`src/sv/md4_pkg.sv`:
```
`timescale 1ns / 1ps
// ----------------------------------------------------------------------------
// MD4 digest package
// Shared types and constants of the MD4 digest block: the word transaction
// that runs from the front end to the round engine, input kind codes and
// the fixed MD4 constants.
// ----------------------------------------------------------------------------
package md4_pkg;

    // Input item kinds carried on tuser.
    localparam logic KIND_DATA = 1'b0;
    localparam logic KIND_END  = 1'b1;

    // Initial chaining values.
    localparam logic [31:0] MD4_IV_A = 32'h67452301;
    localparam logic [31:0] MD4_IV_B = 32'hefcdab89;
    localparam logic [31:0] MD4_IV_C = 32'h98badcfe;
    localparam logic [31:0] MD4_IV_D = 32'h10325476;

    // Additive constants of rounds two and three.
    localparam logic [31:0] MD4_K2 = 32'h5A827999;
    localparam logic [31:0] MD4_K3 = 32'h6ED9EBA1;

    // One little-endian message word; fin marks the padding words of a message's last block.
    typedef struct packed {
        logic        fin;
        logic [31:0] word;
    } t_qword;

endpackage

```
`src/sv/md4_front.sv`:
```
`timescale 1ns / 1ps
// ----------------------------------------------------------------------------
// MD4 front end
// Accepts byte transactions, packs them little-endian into 32-bit words,
// keeps the message length and generates the padding and length words
// when an end item arrives.
// ----------------------------------------------------------------------------
module md4_front (
    input  logic            i_clk,
    input  logic            i_rst_n,
    input  logic            i_s_tvalid,
    output logic            o_s_tready,
    input  logic [7:0]      i_s_tdata,   // data_byte[7:0]
    input  logic            i_s_tuser,   // kind[0]
    output md4_pkg::t_qword o_q_data,
    output logic            o_q_valid,
    input  logic            i_q_ready
);
    import md4_pkg::*;

    typedef enum logic [1:0] {
        F_IDLE = 2'b01,
        F_PAD  = 2'b10
    } t_fstate;

    t_fstate     r_state, n_state;
    logic [60:0] r_bytes, n_bytes;
    logic [23:0] r_acc, n_acc;
    logic [3:0]  r_wi, n_wi;
    logic        r_first, n_first;
    logic        r_extra, n_extra;

    logic        s_acc;
    logic [63:0] len_bits;
    logic [31:0] pad_word;

    assign s_acc    = i_s_tvalid && o_s_tready;
    assign len_bits = {r_bytes, 3'b000};

    // Bytes are taken only while not padding and while the queue has room.
    assign o_s_tready = (r_state == F_IDLE) && i_q_ready;

    // Padding word: the 0x80 marker after any held bytes, zeros, then the length.
    always_comb begin
        pad_word = 32'h0;
        if (r_first) begin
            case (r_bytes[1:0])
                2'd0:    pad_word = 32'h0000_0080;
                2'd1:    pad_word = {16'h0, 8'h80, r_acc[7:0]};
                2'd2:    pad_word = {8'h0, 8'h80, r_acc[15:0]};
                default: pad_word = {8'h80, r_acc[23:0]};
            endcase
        end else if (!r_extra && (r_wi == 4'd14)) begin
            pad_word = len_bits[31:0];
        end else if (!r_extra && (r_wi == 4'd15)) begin
            pad_word = len_bits[63:32];
        end
    end

    // Word output towards the queue.
    always_comb begin
        o_q_valid     = 1'b0;
        o_q_data.fin  = 1'b0;
        o_q_data.word = {i_s_tdata, r_acc};
        if (r_state == F_PAD) begin
            o_q_valid     = 1'b1;
            o_q_data.fin  = !r_extra;
            o_q_data.word = pad_word;
        end else begin
            o_q_valid = s_acc && (i_s_tuser == KIND_DATA) && (r_bytes[1:0] == 2'd3);
        end
    end

    // Next state.
    always_comb begin
        n_state = r_state;
        n_bytes = r_bytes;
        n_acc   = r_acc;
        n_wi    = r_wi;
        n_first = r_first;
        n_extra = r_extra;
        case (r_state)
            F_IDLE: begin
                if (s_acc) begin
                    if (i_s_tuser == KIND_DATA) begin
                        n_bytes = r_bytes + 61'd1;
                        case (r_bytes[1:0])
                            2'd0:    n_acc[7:0]   = i_s_tdata;
                            2'd1:    n_acc[15:8]  = i_s_tdata;
                            2'd2:    n_acc[23:16] = i_s_tdata;
                            default: n_acc        = r_acc;
                        endcase
                    end else begin
                        n_state = F_PAD;
                        n_wi    = r_bytes[5:2];
                        n_first = 1'b1;
                        n_extra = (r_bytes[5:0] >= 6'd56);
                    end
                end
            end
            F_PAD: begin
                if (i_q_ready) begin
                    n_first = 1'b0;
                    n_wi    = r_wi + 4'd1;
                    if (r_wi == 4'd15) begin
                        if (r_extra) begin
                            n_extra = 1'b0;
                        end else begin
                            n_state = F_IDLE;
                            n_bytes = 61'd0;
                        end
                    end
                end
            end
            default: begin
                n_state = F_IDLE;
            end
        endcase
    end

    // Registers.
    always_ff @(posedge i_clk) begin
        if (!i_rst_n) begin
            r_state <= F_IDLE;
            r_bytes <= 61'd0;
            r_first <= 1'b0;
            r_extra <= 1'b0;
            r_wi    <= 4'd0;
        end else begin
            r_state <= n_state;
            r_bytes <= n_bytes;
            r_first <= n_first;
            r_extra <= n_extra;
            r_wi    <= n_wi;
        end
        r_acc <= n_acc;
    end

endmodule

```
`src/sv/md4_fifo.sv`:
```
`timescale 1ns / 1ps
// ----------------------------------------------------------------------------
// MD4 word queue
// Short first-in first-out queue of word transactions between the front
// end and the round engine, so that each side can stall on its own.
// ----------------------------------------------------------------------------
module md4_fifo #(
    parameter int DEPTH = 4
) (
    input  logic            i_clk,
    input  logic            i_rst_n,
    input  md4_pkg::t_qword i_wr_data,
    input  logic            i_wr_valid,
    output logic            o_wr_ready,
    output md4_pkg::t_qword o_rd_data,
    output logic            o_rd_valid,
    input  logic            i_rd_ready
);
    import md4_pkg::*;

    localparam int AW = (DEPTH > 1) ? $clog2(DEPTH) : 1;
    localparam int CW = $clog2(DEPTH + 1);

    t_qword          r_mem [DEPTH];
    logic [AW-1:0]   r_wr, n_wr;
    logic [AW-1:0]   r_rd, n_rd;
    logic [CW-1:0]   r_cnt, n_cnt;
    logic            push, pop;

    assign o_wr_ready = (r_cnt != CW'(DEPTH));
    assign o_rd_valid = (r_cnt != '0);
    assign o_rd_data  = r_mem[r_rd];
    assign push       = i_wr_valid && o_wr_ready;
    assign pop        = o_rd_valid && i_rd_ready;

    // Pointer and fill count update.
    always_comb begin
        n_wr  = r_wr;
        n_rd  = r_rd;
        n_cnt = r_cnt;
        if (push) begin
            n_wr = (r_wr == AW'(DEPTH - 1)) ? '0 : r_wr + AW'(1);
        end
        if (pop) begin
            n_rd = (r_rd == AW'(DEPTH - 1)) ? '0 : r_rd + AW'(1);
        end
        if (push && !pop) begin
            n_cnt = r_cnt + CW'(1);
        end else if (pop && !push) begin
            n_cnt = r_cnt - CW'(1);
        end
    end

    // Registers and storage.
    always_ff @(posedge i_clk) begin
        if (!i_rst_n) begin
            r_wr  <= '0;
            r_rd  <= '0;
            r_cnt <= '0;
        end else begin
            r_wr  <= n_wr;
            r_rd  <= n_rd;
            r_cnt <= n_cnt;
        end
        if (push) begin
            r_mem[r_wr] <= i_wr_data;
        end
    end

endmodule

```
`src/sv/md4_back.sv`:
```
`timescale 1ns / 1ps
// ----------------------------------------------------------------------------
// MD4 round engine
// Collects word transactions into a double-buffered block store and runs
// the 48 MD4 steps, one step per cycle, on each full block. After the last
// block of a message it presents the digest and restores the chaining values.
// ----------------------------------------------------------------------------
module md4_back (
    input  logic            i_clk,
    input  logic            i_rst_n,
    input  md4_pkg::t_qword i_q_data,
    input  logic            i_q_valid,
    output logic            o_q_ready,
    output logic            o_m_tvalid,
    input  logic            i_m_tready,
    output logic [127:0]    o_m_tdata   // digest_low[63:0], digest_high[127:64]
);
    import md4_pkg::*;

    typedef enum logic [2:0] {
        B_IDLE = 3'b001,
        B_RUN  = 3'b010,
        B_ADD  = 3'b100
    } t_bstate;

    // Message word index used by a given step.
    function automatic logic [3:0] word_index(input logic [5:0] step);
        logic [3:0] m;
        m = step[3:0];
        case (step[5:4])
            2'd0:    word_index = m;
            2'd1:    word_index = {m[1:0], m[3:2]};
            default: word_index = {m[0], m[1], m[2], m[3]};
        endcase
    endfunction

    // Rotation amount of a given step.
    function automatic logic [4:0] rot_amount(input logic [5:0] step);
        case ({step[5:4], step[1:0]})
            4'b00_00: rot_amount = 5'd3;
            4'b00_01: rot_amount = 5'd7;
            4'b00_10: rot_amount = 5'd11;
            4'b00_11: rot_amount = 5'd19;
            4'b01_00: rot_amount = 5'd3;
            4'b01_01: rot_amount = 5'd5;
            4'b01_10: rot_amount = 5'd9;
            4'b01_11: rot_amount = 5'd13;
            4'b10_00: rot_amount = 5'd3;
            4'b10_01: rot_amount = 5'd9;
            4'b10_10: rot_amount = 5'd11;
            default:  rot_amount = 5'd15;
        endcase
    endfunction

    function automatic logic [31:0] rotl32(input logic [31:0] x, input logic [4:0] s);
        logic [63:0] t;
        t = {x, x} << s;
        rotl32 = t[63:32];
    endfunction

    t_bstate     r_state, n_state;
    logic [31:0] r_wmem [32];
    logic [31:0] r_rdata;
    logic [1:0]  r_full, n_full;
    logic [1:0]  r_fin, n_fin;
    logic        r_wbank, n_wbank;
    logic        r_cbank, n_cbank;
    logic [3:0]  r_wcnt, n_wcnt;
    logic [5:0]  r_step, n_step;
    logic [31:0] r_a, r_b, r_c, r_d;
    logic [31:0] n_a, n_b, n_c, n_d;
    logic [31:0] r_ch_a, r_ch_b, r_ch_c, r_ch_d;
    logic [31:0] n_ch_a, n_ch_b, n_ch_c, n_ch_d;
    logic        r_ovalid, n_ovalid;
    logic [127:0] r_odata, n_odata;

    logic        wr_en;
    logic [3:0]  rd_idx;
    logic [5:0]  step_next;
    logic [31:0] fval, kval, sum, anew;
    logic [31:0] sum_a, sum_b, sum_c, sum_d;
    logic        out_free;

    assign o_q_ready  = !r_full[r_wbank];
    assign wr_en      = i_q_valid && o_q_ready;
    assign step_next  = r_step + 6'd1;
    assign rd_idx     = (r_state == B_RUN) ? word_index(step_next) : 4'd0;
    assign o_m_tvalid = r_ovalid;
    assign o_m_tdata  = r_odata;
    assign out_free   = !r_ovalid || i_m_tready;

    // One MD4 step on the working registers.
    always_comb begin
        case (r_step[5:4])
            2'd0: begin
                fval = (r_b & r_c) | (~r_b & r_d);
                kval = 32'h0;
            end
            2'd1: begin
                fval = (r_b & r_c) | (r_b & r_d) | (r_c & r_d);
                kval = MD4_K2;
            end
            default: begin
                fval = r_b ^ r_c ^ r_d;
                kval = MD4_K3;
            end
        endcase
        sum  = r_a + fval + r_rdata + kval;
        anew = rotl32(sum, rot_amount(r_step));
    end

    // Chaining values plus the working registers at the end of a block.
    assign sum_a = r_ch_a + r_a;
    assign sum_b = r_ch_b + r_b;
    assign sum_c = r_ch_c + r_c;
    assign sum_d = r_ch_d + r_d;

    // Block store fill side and engine control.
    always_comb begin
        n_state  = r_state;
        n_full   = r_full;
        n_fin    = r_fin;
        n_wbank  = r_wbank;
        n_cbank  = r_cbank;
        n_wcnt   = r_wcnt;
        n_step   = r_step;
        n_a      = r_a;
        n_b      = r_b;
        n_c      = r_c;
        n_d      = r_d;
        n_ch_a   = r_ch_a;
        n_ch_b   = r_ch_b;
        n_ch_c   = r_ch_c;
        n_ch_d   = r_ch_d;
        n_ovalid = r_ovalid && !i_m_tready;
        n_odata  = r_odata;

        // Fill side: sixteen words make a bank full.
        if (wr_en) begin
            n_wcnt = r_wcnt + 4'd1;
            if (r_wcnt == 4'd15) begin
                n_full[r_wbank] = 1'b1;
                n_fin[r_wbank]  = i_q_data.fin;
                n_wbank         = !r_wbank;
            end
        end

        case (r_state)
            B_IDLE: begin
                if (r_full[r_cbank]) begin
                    n_state = B_RUN;
                    n_step  = 6'd0;
                    n_a     = r_ch_a;
                    n_b     = r_ch_b;
                    n_c     = r_ch_c;
                    n_d     = r_ch_d;
                end
            end
            B_RUN: begin
                n_a    = r_d;
                n_b    = anew;
                n_c    = r_b;
                n_d    = r_c;
                n_step = step_next;
                if (r_step == 6'd47) begin
                    n_state = B_ADD;
                end
            end
            B_ADD: begin
                if (!r_fin[r_cbank]) begin
                    n_ch_a          = sum_a;
                    n_ch_b          = sum_b;
                    n_ch_c          = sum_c;
                    n_ch_d          = sum_d;
                    n_full[r_cbank] = 1'b0;
                    n_cbank         = !r_cbank;
                    n_state         = B_IDLE;
                end else if (out_free) begin
                    n_odata         = {sum_d, sum_c, sum_b, sum_a};
                    n_ovalid        = 1'b1;
                    n_ch_a          = MD4_IV_A;
                    n_ch_b          = MD4_IV_B;
                    n_ch_c          = MD4_IV_C;
                    n_ch_d          = MD4_IV_D;
                    n_full[r_cbank] = 1'b0;
                    n_cbank         = !r_cbank;
                    n_state         = B_IDLE;
                end
            end
            default: begin
                n_state = B_IDLE;
            end
        endcase
    end

    // Block store: one write and one registered read per cycle.
    always_ff @(posedge i_clk) begin
        if (wr_en) begin
            r_wmem[{r_wbank, r_wcnt}] <= i_q_data.word;
        end
        r_rdata <= r_wmem[{r_cbank, rd_idx}];
    end

    // Registers.
    always_ff @(posedge i_clk) begin
        if (!i_rst_n) begin
            r_state  <= B_IDLE;
            r_full   <= 2'b00;
            r_fin    <= 2'b00;
            r_wbank  <= 1'b0;
            r_cbank  <= 1'b0;
            r_wcnt   <= 4'd0;
            r_step   <= 6'd0;
            r_ch_a   <= MD4_IV_A;
            r_ch_b   <= MD4_IV_B;
            r_ch_c   <= MD4_IV_C;
            r_ch_d   <= MD4_IV_D;
            r_ovalid <= 1'b0;
        end else begin
            r_state  <= n_state;
            r_full   <= n_full;
            r_fin    <= n_fin;
            r_wbank  <= n_wbank;
            r_cbank  <= n_cbank;
            r_wcnt   <= n_wcnt;
            r_step   <= n_step;
            r_ch_a   <= n_ch_a;
            r_ch_b   <= n_ch_b;
            r_ch_c   <= n_ch_c;
            r_ch_d   <= n_ch_d;
            r_ovalid <= n_ovalid;
        end
        r_a     <= n_a;
        r_b     <= n_b;
        r_c     <= n_c;
        r_d     <= n_d;
        r_odata <= n_odata;
    end

endmodule

```
`src/sv/md4_message_digest_top.sv`:
```
`timescale 1ns / 1ps
// ----------------------------------------------------------------------------
// MD4 message digest, top level
// Streams message bytes in and returns one 128-bit MD4 digest for each end
// of message transaction.
// ----------------------------------------------------------------------------
// The block takes one message byte per cycle on the slave stream while its
// word queue has room; a front end packs bytes into words, and a round engine
// runs the 48 MD4 steps at one step per cycle on a double-buffered block
// store, so sustained input holds at one byte per cycle. An end of message
// transaction (tuser high) makes the front end write padding and length
// words, during which no byte is accepted; the digest appears on the master
// stream once the final block has gone through the round engine, and waits
// in an output register until it is taken.
module md4_message_digest_top #(
    parameter int QUEUE_DEPTH = 4
) (
    input  logic         i_clk,
    input  logic         i_rst_n,
    input  logic         i_s_tvalid,
    output logic         o_s_tready,
    input  logic [7:0]   i_s_tdata,   // data_byte[7:0]
    input  logic         i_s_tuser,   // kind[0]
    output logic         o_m_tvalid,
    input  logic         i_m_tready,
    output logic [127:0] o_m_tdata    // digest_low[63:0], digest_high[127:64]
);
    import md4_pkg::*;

    t_qword front_data, queue_data;
    logic   front_valid, front_ready;
    logic   queue_valid, queue_ready;

    // Front end: byte packing and padding.
    md4_front u_front (
        .i_clk      (i_clk),
        .i_rst_n    (i_rst_n),
        .i_s_tvalid (i_s_tvalid),
        .o_s_tready (o_s_tready),
        .i_s_tdata  (i_s_tdata),
        .i_s_tuser  (i_s_tuser),
        .o_q_data   (front_data),
        .o_q_valid  (front_valid),
        .i_q_ready  (front_ready)
    );

    // Word queue between the two halves.
    md4_fifo #(
        .DEPTH (QUEUE_DEPTH)
    ) u_fifo (
        .i_clk      (i_clk),
        .i_rst_n    (i_rst_n),
        .i_wr_data  (front_data),
        .i_wr_valid (front_valid),
        .o_wr_ready (front_ready),
        .o_rd_data  (queue_data),
        .o_rd_valid (queue_valid),
        .i_rd_ready (queue_ready)
    );

    // Round engine and digest output.
    md4_back u_back (
        .i_clk      (i_clk),
        .i_rst_n    (i_rst_n),
        .i_q_data   (queue_data),
        .i_q_valid  (queue_valid),
        .o_q_ready  (queue_ready),
        .o_m_tvalid (o_m_tvalid),
        .i_m_tready (i_m_tready),
        .o_m_tdata  (o_m_tdata)
    );

endmodule
```
`config.mk`:
```
export PLATFORM = sky130hd
export DESIGN_NAME = md4_message_digest_top
export DESIGN_NICKNAME = d
export VERILOG_FILES = /design/src/sv/md4_pkg.sv /design/src/sv/md4_front.sv /design/src/sv/md4_fifo.sv /design/src/sv/md4_back.sv /design/src/sv/md4_message_digest_top.sv
export SDC_FILE = /design/constraint.sdc
export NUM_CORES = 2
export LEC_CHECK = 0
export BUFFER_PORTS_ARGS = -buffer_cell sky130_fd_sc_hd__buf_4
export CAP_MARGIN = 20
export CORE_MARGIN = 2
export CORE_UTILIZATION = 30
export DETAILED_ROUTE_END_ITERATION = 6
export HOLD_SLACK_MARGIN = 0.15
export SKIP_CTS_REPAIR_TIMING = 1
export SLEW_MARGIN = 20
export SYNTH_ARGS = -nofsm -noshare
export SYNTH_HDL_FRONTEND = slang
export SYNTH_SLANG_ARGS = --single-unit
```
`constraint.sdc`:
```
create_clock -name i_clk -period 20.5 [get_ports i_clk]
set_input_delay 2.05 -clock i_clk [delete_from_list [all_inputs] [get_ports i_clk]]
set_output_delay 2.05 -clock i_clk [all_outputs]
set_load 0.02 [all_outputs]
```
## Word-level counts from Yosys, hierarchy flattened

Memory sizes are Yosys's and may differ from the RTL's. A register that Yosys moved wholly into a read port is not among the register bits.
Index checks and enable logic that the tools add are counted.

| word-level totals | value |
|---|---|
| register bits after elaboration | 504 |
| bits in latches | 0 |
| memories kept | 3 |
| bits in read-only memories | 64 |
| output and inout bits | 130 |
| memory bits (writable) | 1156 |

| operators by class | value |
|---|---|
| shift-type cells | 1 |
| add/sub/neg operators | 15 |
| bitwise gates (word level) | 14 |
| $lt $le $gt $ge | 5 |
| div/mod/pow operators | 0 |
| multipliers | 0 |
| reductions and logical operators | 41 |
| mux-type cells | 91 |
| equal/unequal tests | 27 |

Memory list:

| memory | depth | bits a word | rd ports | clocked after Yosys merged registers in | write ports | line | source |
|---|---|---|---|---|---|---|---|
| u_back.r_wmem | 32 | 32 | 1 | 1 | 1 | md4_back.sv:62 | `logic [31:0] r_wmem [32];` |
| u_fifo.r_mem | 4 | 33 | 1 | 1 | 1 | md4_fifo.sv:24 | `t_qword r_mem [DEPTH];` |
| (name not given) | 16 | 4 | 1 | 1 | 0 | md4_back.sv:39 | `case ({step[5:4], step[1:0]})` |

Operators by type and width:

| cell | number |
|---|---|
| $mux W32 | 15 |
| $pmux W32 S2 | 5 |
| $mux W61 | 5 |
| $add A32 B32 Y32 | 6 |
| $and A32 B32 Y32 | 4 |
| $pmux W61 S2 | 1 |
| $or A32 B32 Y32 | 3 |
| $pmux W32 S3 | 1 |
| $shl A64 B5 Y64 | 1 |
| $xor A32 B32 Y32 | 2 |
| $pmux W31 S2 | 1 |
| $add A61 B1 Y61 const B | 1 |
| $mux W33 | 1 |
| $add A32 B31 Y32 | 1 |
| $not A32 Y32 | 1 |
| $mux W2 | 14 |
| $mux W1 | 25 |
| $mux W4 | 6 |
| $mux W3 | 6 |
| $pmux W4 S2 | 2 |
| $reduce_and A4 Y1 | 4 |
| $logic_and A1 B1 Y1 | 13 |
| $eq A4 B4 Y1 const B | 3 |
| $pmux W6 S2 | 1 |
| other kinds (37) | 72 |

## Depth between registers and ports, before layout

| depth | value |
|---|---|
| depth in word-level cells | 11 |
| depth in mapped cells | 22 |
| mapped depth without buffers | 19 |

## Cells and area by module

A second synthesis with hierarchy kept.

| second synthesis, totals | value |
|---|---|
| cells, all modules | 6501 |
| area total of the unflattened synthesis | 78475.3 um^2 |

By module, submodules not included:

| module | instances | area an instance (um^2) | cells an instance | sequential area each (um^2) |
|---|---|---|---|---|
| md4_back | 1 | 68469.4 | 5719 | 42120.4 |
| md4_fifo | 1 | 5245.0 | 224 | 4144.0 |
| md4_front | 1 | 4760.8 | 558 | 2102.0 |

## Worst setup path before layout

Ideal clock, no wire load.

| timing | value |
|---|---|
| path kind | in2reg |
| start point | input port i_m_tready |
| end point | register u_back.r_odata[0], in the netlist u_back.o_m_tdata[0], enable pin |
| cell stages on the path | 2 |
| buffers on the path | 0 |
| data required time | 19882 ps |
| path slack | 12436 ps |
| arrival | 7445 ps |
| path through | nor2b_1 -> nor2_1 |

| between the ends | value |
|---|---|
| word-level cells in the longest chain between the ends | 2 |

RTL lines:

| what | line | source |
|---|---|---|
| start, declared | md4_message_digest_top.sv:25 | `input logic i_m_tready,` |
| $logic_or A1 B1 Y1 | md4_back.sv:90 | `assign out_free = !r_ovalid \|\| i_m_tready;` |
| $reduce_and A3 Y1 (no line) | n/a |  |
| end signal, assigned | md4_back.sv:237 | `r_odata <= n_odata;` |
| end, declared | md4_back.sv:75 | `logic [127:0] r_odata, n_odata;` |

Every way passes these cells.
A chain may end at the register's enable or synchronous reset.

## Final worst setup path

| timing | value |
|---|---|
| start point | register u_back.r_step[4] |
| end point | register u_back.r_b[26] (data pin) |

| between the ends | value |
|---|---|
| word-level cells in the longest chain between the ends | 7 |
| elaborated cells between the ends (all ways) | 9 |
| those cells by class | add/sub (3); eq/ne (1); shift (1); mux (3); reduce/logical (1) |

RTL lines:

| what | line | source |
|---|---|---|
| start, declared | md4_back.sv:69 | `logic [5:0] r_step, n_step;` |
| start signal, assigned | md4_back.sv:226 | `r_step <= n_step;` |
| $eq A2 B1 Y1 or $logic_not A2 Y1 (tied branches) | md4_back.sv:94 | `case (r_step[5:4])` |
| $pmux W32 S2 | md4_back.sv:94 |  |
| $add A32 B32 Y32 (2 in a row) | md4_back.sv:108 | `sum = r_a + fval + r_rdata + kval;` |
| $add A32 B31 Y32 * | md4_back.sv:108 |  |
| $shl A64 B5 Y64 * | md4_back.sv:57 | `t = {x, x} << s;` |
| $pmux W32 S2 * | md4_back.sv:148 | `case (r_state)` |
| via u_back.n_b[26] | md4_back.sv:71 | `logic [31:0] n_a, n_b, n_c, n_d;` |
| end signal, assigned | md4_back.sv:234 | `r_b <= n_b;` |
| end, declared | md4_back.sv:70 | `logic [31:0] r_a, r_b, r_c, r_d;` |

The timed path passes the listed nets; every way through them passes the cells marked *.

==> impl_metrics.json <==
{
  "synth_fp_nets": 7203,
  "setup.worst_path.end_class": "flop",
  "power_leakage_uw": 0.0316,
  "critical_path_peak_fanout": 66,
  "path_cells": "buf_4 -> nor2_1 -> a21oi_1 -> o21ai_0 -> fa_1 -> inv_1 -> fa_1 -> inv_1 -> ha_1 -> nand4_1 -> or2_2 -> nor2_1 -> o21ai_1 -> a21o_1 -> a2111oi_0 -> a221oi_1 -> mux2i_1 -> nor3_1 -> or4_1",
  "worst_slew_pin_slew_ps": 1070,
  "cts-htree-levels": 4,
  "synth.yosys.seq_area_share": 0.616,
  "drt.antenna.violating_nets": 0,
  "design.die.area_mm2": 0.266,
  "critical_path.reg2reg.endpoint": "u_back.r_b[26]$_DFFE_PP_",
  "count_of_warnings_emitted_by_yosys": 0,
  "grtUsageTotal": 0.177,
  "drc_errors": 4,
  "worstRegToRegCells": 19,
  "synth-edff-count": 1436,
  "fmax_ghz": 0.159,
  "antenna_violations_before_repair": 9,
  "holdPathEnd": "u_front.r_bytes[23]$_SDFFE_PN0P_",
  "synthArstFlopShare": 0,
  "clock-sinks": 1698,
  "regToRegStartpoint": "u_back.r_step[4]$_SDFFE_PN0P_",
  "crit_type": "flop to flop",
  "violations": "design-rule violations",
  "worst_path_largest_cell_delay_ps": 690,
  "rsz0062_at_grt": "no",
  "die_w_um": 516,
  "clk_root_buffer_cell": "clkbuf_16",
  "numCtsBuffers": 170,
  "cap_violations": 0,
  "syn_area_per_cell_um2": 11.3,
  "timing.final.crit_share": 0.307,
  "synth.area.top_cells": "edfxtp_1 55%, nand2_1 7.8%, dfxtp_1 6.7%",
  "holdCritStartpoint": "u_front.r_bytes[23]$_SDFFE_PN0P_",
  "clk-insertion-delay-late_ps": 830,
  "post_synth_num_cell_types": 100,
  "via_count": 55543,
  "port_buffers": 142,
  "nFillCells": 25469,
  "route.detailed.wl_per_inst_um": 22.8,
  "cts.reportedPaths.clkPinSlew_ps": 60,
  "slowest_stage": "a2111oi_0",
  "dr.pass1.iters": 7,
  "grt_pass1_wl_um": 355000,
  "pin_count_of_the_biggest_net_entering_global_routing": 174,
  "core_area_mm2": 0.260,
  "worst-r2r-setup-slack_ps": 14210,
  "tns_setup_ps": 0,
  "synth_top_area_frac": 0.549,
  "ioPinCount": 143,
  "drv_slew": 0,
  "setup_violations": 0,
  "grt_pass1_vias": 52469,
  "timing.hold.worst.class": "flop to flop",
  "worst-endpoint-arrival_ps": 6840,
  "die_h_um": 516,
  "drive_above_1_share": 0.0898,
  "post-route-util": 0.344,
  "ys_ff_latch": 1698,
  "fin_worst_hold_slack_ps": 502,
  "detailedRoute.firstIterationViolations": 6046,
  "row_count": 187,
  "worst_clock_skew_ps": 73.5,
  "maxSlewHeadroom": 0.288,
  "run_status": "finished, violations left",
  "whs_path_depth": 2,
  "synth_flop_cell": "edfxtp_1",
  "finalHoldViolCount": 0,
  "worst_ep_required_time_ps": 21040,
  "period_needed_ps": 6290,
  "synth_top_area_cell": "edfxtp_1",
  "final_net_count": 7212,
  "pwr_density_cell_mw_per_mm2": 109,
  "dpl_hpwl_um": 150000,
  "netlist_instances": 6919,
  "cts_tree": "done",
  "avgViaCountPerCell": 5.25,
  "netlist_area_mm2": 0.0785,
  "global_route.overflow_total": 0,
  "area_delta_synth_final_pct": 13.8,
  "routabilityCongestion": 0.935,
  "clockBufferDepth": 3,
  "drt_wl_total_um": 242000,
  "power.ir.vdd_worst_v": 0.0000867,
  "starting_density": 0.302,
  "critPathLaunchType": "flop"
}
## metal layers
metal	global-route usage	share of wire
met1	0.248	0.44
met2	0.281	0.46
met3	0.0314	0.081
met4	0.0466	0.026
met5	0	0
## synth_stat cells (45+ instances only)
cell and n:
a21oi_1 217, edfxtp_1 1436, ha_1 188, xnor2_1 114, and3_1 49, nand2_1 1627
dfxtp_1 262, a22oi_1 53, a21o_1 80, clkbuf_1 326, mux2i_1 71, a221o_1 63
and4_1 46, xor2_1 79, fa_1 83, inv_1 170, o21ai_0 166, nor2_1 367
nand3_1 710, nor3_1 45, o211ai_1 146
## registers in the layout (all words and copies together) (netlist names), 3 cells and up, named ones only
| name | count |
|---|---|
| u_back.r_state | 3 |
| u_front.r_bytes | 61 |
| u_back.r_rdata | 32 |
| u_front.r_wi | 4 |
| u_back.r_step | 6 |
| u_front.r_acc | 24 |
| u_back.r_ch_c | 32 |
| u_fifo.r_cnt | 3 |
| u_back.r_wmem | 1024 |
| u_back.r_b | 32 |
| u_fifo.r_mem | 132 |
| u_back.o_m_tdata | 128 |
| u_back.r_c | 32 |
| u_back.r_d | 32 |
| u_back.r_a | 32 |
| u_back.r_ch_d | 32 |
| u_back.r_ch_a | 32 |
| u_back.r_ch_b | 32 |
| u_back.r_wcnt | 4 |
## placed cells by master, fill, tap and decap left out, types with 31 or more instances in the layout
cell type / synthesis / layout
a211oi_1: 32 / 32
a21o_1: 80 / 80
a21oi_1: 217 / 217
a221o_1: 63 / 63
a22oi_1: 53 / 53
and3_1: 49 / 49
and4_1: 46 / 46
buf_4: 0 / 215
clkbuf_1: 326 / 32
clkbuf_16: 0 / 172
clkinv_2: 0 / 35
dfxtp_1: 262 / 257
edfxtp_1: 1436 / 1436
fa_1: 83 / 83
ha_1: 188 / 188
inv_1: 170 / 169
mux2i_1: 71 / 71
mux4_2: 44 / 44
nand2_1: 1627 / 1626
nand2b_1: 31 / 31
nand3_1: 710 / 710
nor2_1: 367 / 328
nor2_4: 0 / 38
nor3_1: 45 / 45
o211ai_1: 146 / 146
o21a_1: 36 / 36
o21ai_0: 166 / 165
xnor2_1: 114 / 114
xor2_1: 79 / 79
## worst max-delay path, delay by kind of cell (launching register included)
kind	cells	cell delay, ps
AO/OA/AOI/OAI	6	1670
adder cells (fa/ha/maj)	3	1640
AND/OR/NAND/NOR	6	1440
buffers and inverters	3	670
flip-flops	1	370
multiplexers	1	200
## power by group
part	internal, uW	total (uW)	switching [uW]
sequential	4160	4280	115
clock	1820	3220	1400
combinational	712	2280	1560
total	6690	9780	3080
## stage by stage
step | instance area [um^2] | cells | worst slack [ps] | power (uW)
floorplan | 78500 | 6919 | 12440 | 5740
global placement | 83500 | 10251 | 14400 | 6570
detailed placement | 83500 | 10251 | 14400 | 6590
CTS | 89300 | 10568 | 14370 | 9800
global route | 89300 | 10570 | 13920 | 10200
finish | 89300 | 10573 | 14210 | 9780
## cell families after synthesis
group           Yosys count  synth area share
xor+xnor                196            0.0221
fa+ha+maj               271            0.0511
mux                     125            0.0231
compound gates         1038            0.0921
flops                  1698             0.616
simple gates           3030             0.168
buf+inv                 561            0.0273
## final cells by class
type,instances,area (um^2),area share
Multi-Input combinational cell,4660,28400,0.318
Timing Repair Buffer,222,1760,0.0197
Tap cell,3496,4370,0.0490
Sequential cell,1698,48400,0.541
Antenna cell,4,10.0,0.000112
Inverter,176,664,0.00744
Clock inverter,105,1250,0.0140
Clock buffer,212,4530,0.0508
## worst max-delay path by stage
stage	cells past startpoint	startpoint	to	slack [ps]
floorplan	2	i_m_tready	u_back.o_m_tdata[0]$_DFFE_PP_	12440
global placement	19	u_back.r_step[4]$_SDFFE_PN0P_	u_back.r_b[26]$_DFFE_PP_	14400
detailed placement	15	u_back.r_step[4]$_SDFFE_PN0P_	u_back.r_b[26]$_DFFE_PP_	14400
CTS	15	u_back.r_step[4]$_SDFFE_PN0P_	u_back.r_b[4]$_DFFE_PP_	14370
global route	16	u_back.r_step[4]$_SDFFE_PN0P_	u_back.r_b[26]$_DFFE_PP_	13920
finish	19	u_back.r_step[4]$_SDFFE_PN0P_	u_back.r_b[26]$_DFFE_PP_	14210
(Power assumes the default switching activity.)
